$ cat src/hdl/pfs_pkg.sv
// Shared types and constants for the panel frame sniffer.
// No dependencies; imported by pfs_core, pfs_skid and the top level.
package pfs_pkg;

	localparam int unsigned FRAME_W  = 32;
	localparam int unsigned COUNT_W  = 8;
	localparam int unsigned TEMP_W   = 8;
	localparam int unsigned STATUS_W = 5;
	localparam int unsigned BTN_N    = 4;
	localparam int unsigned BTN_W    = 2;
	localparam int unsigned TICK_W   = 16;
	localparam int unsigned CFG_W    = 16;

	// Event codes carried in the command field
	typedef enum logic [1:0] {
		CMD_DCLK   = 2'd0,
		CMD_ENABLE = 2'd1,
		CMD_SPI    = 2'd2,
		CMD_TICK   = 2'd3
	} cmd_t;

	// Configuration register indexes
	localparam logic CFG_CONTROL_WORD = 1'b0;
	localparam logic CFG_PRESS_TICKS  = 1'b1;

	// SPI command bytes
	localparam logic [7:0] SPI_PRESS_UP    = 8'h11;
	localparam logic [7:0] SPI_PRESS_DOWN  = 8'h12;
	localparam logic [7:0] SPI_PRESS_PUMP  = 8'h13;
	localparam logic [7:0] SPI_PRESS_LIGHT = 8'h14;
	localparam logic [7:0] SPI_RD_CONTROL  = 8'h21;
	localparam logic [7:0] SPI_RD_TEMP     = 8'h22;
	localparam logic [7:0] SPI_RD_STATUS   = 8'h23;
	localparam logic [7:0] SPI_RD_COUNT    = 8'h24;

	// Button bit positions in the drive mask
	localparam logic [BTN_W-1:0] BTN_UP    = 2'd0;
	localparam logic [BTN_W-1:0] BTN_DOWN  = 2'd1;
	localparam logic [BTN_W-1:0] BTN_LIGHT = 2'd2;
	localparam logic [BTN_W-1:0] BTN_PUMP  = 2'd3;

	// Reset values
	localparam logic [7:0]          CONTROL_RST = 8'd10;
	localparam logic [TICK_W-1:0]   PRESS_RST   = 16'd3125;
	localparam logic [TEMP_W-1:0]   TEMP_RST    = 8'd104;
	localparam logic [STATUS_W-1:0] STATUS_RST  = 5'd5;
	localparam logic [COUNT_W-1:0]  FRAME_MIN   = 8'd32;

	typedef struct packed {
		logic [1:0] command;
		logic       data_bit;
		logic       enable_level;
		logic [7:0] spi_byte;
	} pfs_in_t;

	typedef struct packed {
		logic                reply_valid;
		logic [7:0]          spi_reply;
		logic [BTN_N-1:0]    button_drive;
		logic [TEMP_W-1:0]   temperature_out;
		logic [STATUS_W-1:0] status_out;
	} pfs_out_t;

	typedef struct packed {
		logic             we;
		logic             index;
		logic [CFG_W-1:0] wdata;
	} cfg_wr_t;

endpackage

$ cat src/hdl/pfs_core.sv
// Event engine: frame capture, BCD decode, SPI command decode, press timer.
// Depends on pfs_pkg.
module pfs_core import pfs_pkg::*; (
	input  logic     clk,
	input  logic     arst_n,
	input  logic     fire,
	input  pfs_in_t  item,
	input  cfg_wr_t  cfg,
	output pfs_out_t result
);

	logic [7:0]          control_q;
	logic [TICK_W-1:0]   press_ticks_q;
	logic [FRAME_W-1:0]  frame_q,   frame_d;
	logic [COUNT_W-1:0]  count_q,   count_d;
	logic                capt_q,    capt_d;
	logic [TEMP_W-1:0]   temp_q,    temp_d;
	logic [STATUS_W-1:0] status_q,  status_d;
	logic [BTN_N-1:0]    drive_q,   drive_d;
	logic [BTN_W-1:0]    last_q,    last_d;
	logic [TICK_W-1:0]   pcount_q,  pcount_d;
	logic                pactive_q, pactive_d;

	logic [TICK_W:0]     pcount_inc;
	logic [TEMP_W-1:0]   bcd_temp;
	logic [3:0]          d2, d1, d0;
	logic                press;
	logic [BTN_W-1:0]    btn;
	logic [7:0]          reply;

	// digits above 9 pass through unchecked; result wraps to 8 bits
	assign d2 = frame_q[19:16];
	assign d1 = frame_q[15:12];
	assign d0 = frame_q[11:8];
	assign bcd_temp = TEMP_W'(({4'd0, d2} * 8'd100) + ({4'd0, d1} * 8'd10) + {4'd0, d0});

	assign pcount_inc = {1'b0, pcount_q} + 1'b1;

	// SPI byte decode
	always_comb begin
		press = 1'b0;
		btn   = BTN_UP;
		reply = item.spi_byte;
		unique case (item.spi_byte)
			SPI_PRESS_UP: begin
				press = 1'b1; btn = BTN_UP; reply = 8'd0;
			end
			SPI_PRESS_DOWN: begin
				press = 1'b1; btn = BTN_DOWN; reply = 8'd0;
			end
			SPI_PRESS_PUMP: begin
				press = 1'b1; btn = BTN_PUMP; reply = 8'd0;
			end
			SPI_PRESS_LIGHT: begin
				press = 1'b1; btn = BTN_LIGHT; reply = 8'd0;
			end
			SPI_RD_CONTROL: reply = control_q;
			SPI_RD_TEMP:    reply = temp_q;
			SPI_RD_STATUS:  reply = 8'(status_q);
			SPI_RD_COUNT:   reply = count_q;
			default:        reply = item.spi_byte;
		endcase
	end

	always_comb begin
		frame_d   = frame_q;
		count_d   = count_q;
		capt_d    = capt_q;
		temp_d    = temp_q;
		status_d  = status_q;
		drive_d   = drive_q;
		last_d    = last_q;
		pcount_d  = pcount_q;
		pactive_d = pactive_q;
		unique case (cmd_t'(item.command))
			CMD_DCLK: begin
				if (capt_q) begin
					count_d = count_q + 1'b1;
					frame_d = {frame_q[FRAME_W-2:0], item.data_bit};
				end
			end
			CMD_ENABLE: begin
				if (!item.enable_level) begin
					capt_d = 1'b1;
				end else begin
					capt_d = 1'b0;
					if (count_q >= FRAME_MIN) begin
						temp_d   = bcd_temp;
						status_d = frame_q[27:23];
						frame_d  = '0;
						count_d  = '0;
					end
				end
			end
			CMD_SPI: begin
				if (press) begin
					drive_d   = drive_q | (BTN_N'(1) << btn);
					last_d    = btn;
					pcount_d  = '0;
					pactive_d = 1'b1;
				end
			end
			CMD_TICK: begin
				if (pactive_q) begin
					pcount_d = pcount_inc[TICK_W-1:0];
					if (pcount_inc >= {1'b0, press_ticks_q}) begin
						drive_d   = drive_q & ~(BTN_N'(1) << last_q);
						pactive_d = 1'b0;
					end
				end
			end
		endcase
	end

	always_comb begin
		result.reply_valid     = (cmd_t'(item.command) == CMD_SPI);
		result.spi_reply       = result.reply_valid ? reply : 8'd0;
		result.button_drive    = drive_d;
		result.temperature_out = temp_d;
		result.status_out      = status_d;
	end

	always_ff @(posedge clk or negedge arst_n) begin
		if (!arst_n) begin
			control_q     <= CONTROL_RST;
			press_ticks_q <= PRESS_RST;
		end else if (cfg.we) begin
			if (cfg.index == CFG_CONTROL_WORD) begin
				control_q <= cfg.wdata[7:0];
			end
			if (cfg.index == CFG_PRESS_TICKS) begin
				press_ticks_q <= cfg.wdata[TICK_W-1:0];
			end
		end
	end

	always_ff @(posedge clk or negedge arst_n) begin
		if (!arst_n) begin
			frame_q   <= '0;
			count_q   <= '0;
			capt_q    <= 1'b0;
			temp_q    <= TEMP_RST;
			status_q  <= STATUS_RST;
			drive_q   <= '0;
			last_q    <= '0;
			pcount_q  <= '0;
			pactive_q <= 1'b0;
		end else if (fire) begin
			frame_q   <= frame_d;
			count_q   <= count_d;
			capt_q    <= capt_d;
			temp_q    <= temp_d;
			status_q  <= status_d;
			drive_q   <= drive_d;
			last_q    <= last_d;
			pcount_q  <= pcount_d;
			pactive_q <= pactive_d;
		end
	end

endmodule

$ cat src/hdl/pfs_skid.sv
// Two-entry output buffer (result register plus skid) for result words.
// Depends on pfs_pkg.
module pfs_skid import pfs_pkg::*; (
	input  logic     clk,
	input  logic     arst_n,
	input  logic     push,
	input  pfs_out_t push_word,
	output logic     full,
	output logic     valid,
	input  logic     stall,
	output pfs_out_t word
);

	logic     main_v_q, skid_v_q;
	pfs_out_t main_q, skid_q;
	logic     pop;

	assign pop   = main_v_q && !stall;
	assign valid = main_v_q;
	assign word  = main_q;
	assign full  = skid_v_q;

	always_ff @(posedge clk or negedge arst_n) begin
		if (!arst_n) begin
			main_v_q <= 1'b0;
			skid_v_q <= 1'b0;
		end else if (pop || !main_v_q) begin
			main_v_q <= skid_v_q || push;
			skid_v_q <= skid_v_q && push;
		end else if (push) begin
			skid_v_q <= 1'b1;
		end
	end

	always_ff @(posedge clk) begin
		if (pop || !main_v_q) begin
			main_q <= skid_v_q ? skid_q : push_word;
			if (push) begin
				skid_q <= push_word;
			end
		end else if (push) begin
			skid_q <= push_word;
		end
	end

endmodule

$ cat src/hdl/panel_frame_sniffer_with_command_port_unit.sv
// Top level of the panel frame sniffer with SPI command port.
// Depends on pfs_pkg, pfs_core and pfs_skid.
//
// Takes one event word per clock while in_stall is low (data clock edge,
// enable change, SPI byte or timer tick) and returns exactly one result
// word per event. An event is processed in the cycle it is accepted: state
// updates at that edge and the result is registered in a two-entry output
// buffer, so throughput is one word per cycle when the output is not
// stalled. in_stall rises only once both buffer entries hold undelivered
// results. Config writes (cfg_index 0: control word, 1: press ticks) take
// effect at the write edge and should be made with the block idle.
module panel_frame_sniffer_with_command_port_unit import pfs_pkg::*; (
	input  logic             clk,
	input  logic             arst_n,
	// event channel
	input  logic             in_valid,
	output logic             in_stall,
	input  pfs_in_t          in_data,
	// result channel
	output logic             out_valid,
	input  logic             out_stall,
	output pfs_out_t         out_data,
	// configuration write port
	input  logic             cfg_we,
	input  logic             cfg_index,
	input  logic [CFG_W-1:0] cfg_wdata
);

	logic     fire;
	logic     buf_full;
	pfs_out_t res;
	cfg_wr_t  cfg;

	// accept while the skid entry is free
	assign in_stall = buf_full;
	assign fire     = in_valid && !buf_full;

	assign cfg.we    = cfg_we;
	assign cfg.index = cfg_index;
	assign cfg.wdata = cfg_wdata;

	pfs_core u_core (
		.clk    (clk),
		.arst_n (arst_n),
		.fire   (fire),
		.item   (in_data),
		.cfg    (cfg),
		.result (res)
	);

	pfs_skid u_skid (
		.clk       (clk),
		.arst_n    (arst_n),
		.push      (fire),
		.push_word (res),
		.full      (buf_full),
		.valid     (out_valid),
		.stall     (out_stall),
		.word      (out_data)
	);

	// stall only with a result held at the output
	a_stall_has_result: assert property (@(posedge clk) disable iff (!arst_n)
		in_stall |-> out_valid)
		else $error("input stalled with no result at the output");

	// only SPI events produce a reply
	a_reply_only_spi: assert property (@(posedge clk) disable iff (!arst_n)
		(fire && (cmd_t'(in_data.command) != CMD_SPI)) |-> !res.reply_valid)
		else $error("reply flagged for a non-SPI event");

	// skid fills only when output was held
	a_skid_fill: assert property (@(posedge clk) disable iff (!arst_n)
		$rose(in_stall) |-> $past(out_valid && out_stall && in_valid))
		else $error("skid filled without a held output");

endmodule

$ cat config.mk
export PLATFORM = sky130hd
export DESIGN_NAME = panel_frame_sniffer_with_command_port_unit
export DESIGN_NICKNAME = d
export VERILOG_FILES = /design/src/hdl/pfs_pkg.sv /design/src/hdl/pfs_core.sv /design/src/hdl/pfs_skid.sv /design/src/hdl/panel_frame_sniffer_with_command_port_unit.sv
export SDC_FILE = /design/constraint.sdc
export NUM_CORES = 1
export LEC_CHECK = 0
export ABC_AREA = 0
export BUFFER_PORTS_ARGS = -buffer_cell sky130_fd_sc_hd__buf_2
export CAP_MARGIN = 25
export CORE_ASPECT_RATIO = 1.1
export CORE_MARGIN = 3
export CORE_UTILIZATION = 30
export DETAILED_ROUTE_END_ITERATION = 16
export PLACE_DENSITY = 0.47
export SLEW_MARGIN = 30
export SYNTH_ARGS = -nofsm -noshare
export SYNTH_HDL_FRONTEND = slang
export SYNTH_HIERARCHICAL = 1
export SYNTH_SLANG_ARGS = --single-unit
$ cat constraint.sdc
create_clock -name clk -period 3.89 [get_ports clk]
set_input_delay 0.5835 -clock clk [delete_from_list [all_inputs] [get_ports clk]]
set_output_delay 0.5835 -clock clk [all_outputs]
set_load 0.02 [all_outputs]
==> impl_metrics.csv <==
group,metric,value,unit
sta,fin_skew,0.00928,ns
final_layout,register_area,4060,um2
yosys,synth_top_area_share,27.6,%
grt,grt_overflow,0,
setup_path,crit_top_cell,"and3_1",
cts,clkTransAtPathRegs,0.07,ns
yosys,syn_inst,714,
cts,clock_path_buffers,2,
final_layout,final_nets,843,
placed_design,portBuffers,61,
yosys,seq_area_frac_synth,51.9,%
setup_path,start_kind,"register",
cts,cts_resized,0,
setup_path,crit_type,"reg2reg",
yosys,avgSynthCellArea,10.9,um2
setup_path,worstPathRequired,4.07,ns
sta,drv_slew,0,
cts,ctsHtreeMaxLevel,4,
route,vias,5307,
yosys,ys_async_sr_fraction,65.6,%
placed_design,place_hpwl,12000,um
cts,cts.sinks,151,
cts,clock_latency,0.43,ns
floorplanning,fp.dieH,175,um
yosys,netlist_area,7810,um2
yosys,synth_edf_count,52,
sta,slew_headroom,41.8,%
floorplanning,rows,61,
final_layout,area.growth.synth_to_final,15.4,%
route,drt-pass1-iter-count,7,
placed_design,pre_cts_ws,0.367,ns
run_status,outcome,"complete, no violations",
setup_path,critPathMaxStageDelay,0.43,ns
route,drc_errors,0,
route,drtAntennaViolNets,0,
grt,grt_pass1_vias,5175,
setup_path,path_buf_inv,1,
sta,fin_crit,3.49,ns
power_and_ir_drop,powerDensity,520,nW/um2
route,drt_wl_total,17000,um
sta,worst_pin_slew,0.870,ns
cts,post-cts-setup-buffers,0,
floorplanning,io_pins,62,
sta,hold_violations,0,
sta,timing.hold.ws,0.162,ns
cts,numCtsBuffers,17,
setup_path,cp_max_fo,8,
route,drt_iter0_drc,293,
grt,antenna_found_initial,0,
cts,cts-root-buf,"clkbuf_16",
cts,cts_tree,"done",
floorplanning,chipWidth,160,um
setup_path,worstPathArrival,3.67,ns
sta,finalWorstSetupSlack,0.402,ns
grt,global_route.usage.total,12.5,%
setup_path,worstPathCellList,"ha_1, and3_1, nand3_2, nor2b_1, and3_1, xor2_1, ha_1, and3_1, nor2b_1, a221oi_2, buf_4, nor2_4, a31oi_1, mux2_4",
final_layout,drive_gt1_share,23.6,%
setup_path,critPathTopFamily,"simple AND/OR/NAND/NOR gates",
sta,fin_setup_tns,0,ns
yosys,ys_types,63,
worst_hold_path,hold_class,"in2async",
route,vias_per_cell,4.70,
setup_path,crit_slowest_cell,"dfrtp_1",
placed_design,gp_congestion,0.791,
yosys,yosysTopAreaCell,"dfrtp_1",
sta,fin_crit_sh,89.7,%
yosys,synthTopCellsByArea,"dfrtp_1 28%, edfxtp_1 20%, ha_1 5.6%, nand2_1 5.5%, mux2_2 5.5%",
power_and_ir_drop,p_leak,3.96,nW
grt,grt_max_degree,57,
final_layout,final_util,35.5,%
sta,rsz0062_at_grt,"false",
sta,setup_viol_count_final,0,
floorplanning,core,25400,um2
yosys,synth_nets,787,
flow_run,cap_viol_max_count,0,
final_layout,n_antenna_cell,0,
grt,grt_pass1_wl,28100,um
power_and_ir_drop,ir_drop,329,uV
sta,max_freq,287,MHz
setup_path,endpoint_kind,"register",
floorplanning,die_area,28000,um2
final_layout,multi_input_area,3450,um2
yosys,ys.flop_type,"dfrtp_1",
cts,hold_buffers,0,
final_layout,fill_cells,2520,
yosys,synth_seq_cells,151,
route,wire_per_inst,15.0,um
yosys,yosys_warnings,6,
floorplanning,initial_utilization,30.7,%
metrics by stage:
stage / instances / power [mW] / instance area [um2]
floorplan: 714 / 2.80 / 7810
global placement: 1096 / 3.08 / 8430
detailed placement: 1096 / 3.09 / 8430
CTS: 1128 / 4.75 / 9000
global route: 1129 / 4.92 / 9010
finish: 1129 / 4.69 / 9010
power by group:
part           internal (mW)  switching (mW)  total [mW]
registers               1.99           0.170        2.16
logic                  0.358           0.525       0.883
clock network          0.916           0.727        1.64
total                   3.26            1.42        4.69
cell usage in the layout (no fill, tap or decap), types with 6 or more instances in the layout:
| master | Yosys | layout |
|---|---|---|
| nand3_1 | 10 | 10 |
| clkbuf_16 | 0 | 17 |
| mux2_2 | 38 | 38 |
| and3_1 | 10 | 10 |
| nor2b_1 | 8 | 8 |
| inv_6 | 0 | 6 |
| nor2_1 | 63 | 63 |
| xor2_1 | 14 | 14 |
| a21oi_1 | 25 | 25 |
| nand2_1 | 115 | 113 |
| mux2_4 | 18 | 18 |
| a31oi_1 | 15 | 15 |
| xnor2_1 | 16 | 16 |
| o21ai_0 | 18 | 18 |
| buf_4 | 0 | 6 |
| o31ai_1 | 7 | 7 |
| dfrtp_1 | 86 | 86 |
| dfstp_2 | 13 | 13 |
| edfxtp_1 | 52 | 52 |
| buf_2 | 10 | 60 |
| inv_1 | 33 | 33 |
| ha_1 | 35 | 35 |
| o21ai_1 | 38 | 38 |
flip-flops by register name, summed over array words and instances (netlist names), 2 cells and up:
name and flops:
u_core/temp_q 8, u_core/count_q 8, u_core/control_q 8, u_core/press_ticks_q 16, u_core/frame_q 28, u_skid/word 26
u_core/last_q 2, u_skid/skid_q 26, u_core/status_q 5, u_core/drive_q 4, u_core/pcount_q 16
final timing paths:
path | start | endpoint | slack (ns) | cells past startpoint
max | u_core/pcount_q[0] | u_skid/word[14] | 0.40 | 14
min reg2reg | u_core/frame_q[5] | u_core/frame_q[5] | 0.48 | 2
max reg2reg | u_core/pcount_q[0] | u_skid/word[14] | 0.40 | 14
max in group asynchronous | arst_n | u_core/temp_q[5] | 2.95 | 2
min in group clk | cfg_wdata[11] | u_core/press_ticks_q[11] | 0.39 | 2
min | arst_n | u_core/pcount_q[13] | 0.16 | 1
worst register-to-register path: cells and delay by family, from the launching register on:
| family | cells | cell delay, ns |
|---|---|---|
| adder cells (fa/ha/maj) | 2 | 0.57 |
| buffers and inverters | 1 | 0.16 |
| XOR/XNOR | 1 | 0.08 |
| multiplexers | 1 | 0.28 |
| AND/OR/NAND/NOR | 7 | 1.50 |
| flip-flops | 1 | 0.43 |
| AO/OA/AOI/OAI | 2 | 0.22 |
cell usage after synthesis, types with 2 or more instances:
library cell  number
mux2_4            18
and3_1            10
nor2_4             2
a31oi_1           15
and4_1             2
inv_1             33
nand2_1          115
a21oi_1           25
nor2_1            63
a21o_1             3
edfxtp_1          52
nor2b_1            8
a221oi_1           3
clkbuf_1          14
dfstp_2           13
nand3_2            2
a22oi_1            5
nand3_1           10
o21ai_1           38
nor4_1             2
fa_1               4
mux2_2            38
buf_2             10
nor3_1             4
buf_6              3
nand4_1            5
o21ai_0           18
a22o_1             4
dfrtp_1           86
o31ai_1            7
a222oi_1           5
xor2_1            14
ha_1              35
o21bai_1           2
xnor2_1           16
nand2b_1           3
routing by layer:
layer	routed length, um	global-route usage (%)	vias up
li1	-	-	2631
met3	706	2.58	24
met2	7600	19.0	115
met4	344	4.63	0
met5	0	0	-
met1	8340	17.7	2537
area by class of cell:
class / instances / area share, %
clock buffers: 18 / 4.87
well taps: 346 / 4.80
flip-flops and latches: 151 / 45.0
inverters: 34 / 1.42
multi-input cells: 499 / 38.3
repair buffers: 67 / 4.05
clock inverters: 14 / 1.53
logic make-up (layout without fill, tap and decap cells):
family,count (synthesis),count (layout),share of synthesized area (%)
mux,57,57,9.07
flops,151,151,51.9
simple gates,238,238,14.3
xor+xnor,30,30,3.37
fa+ha+maj,39,39,6.63
buf+inv,64,133,3.88
compound gates,135,135,10.8
Power figures use the tool's default switching activity.
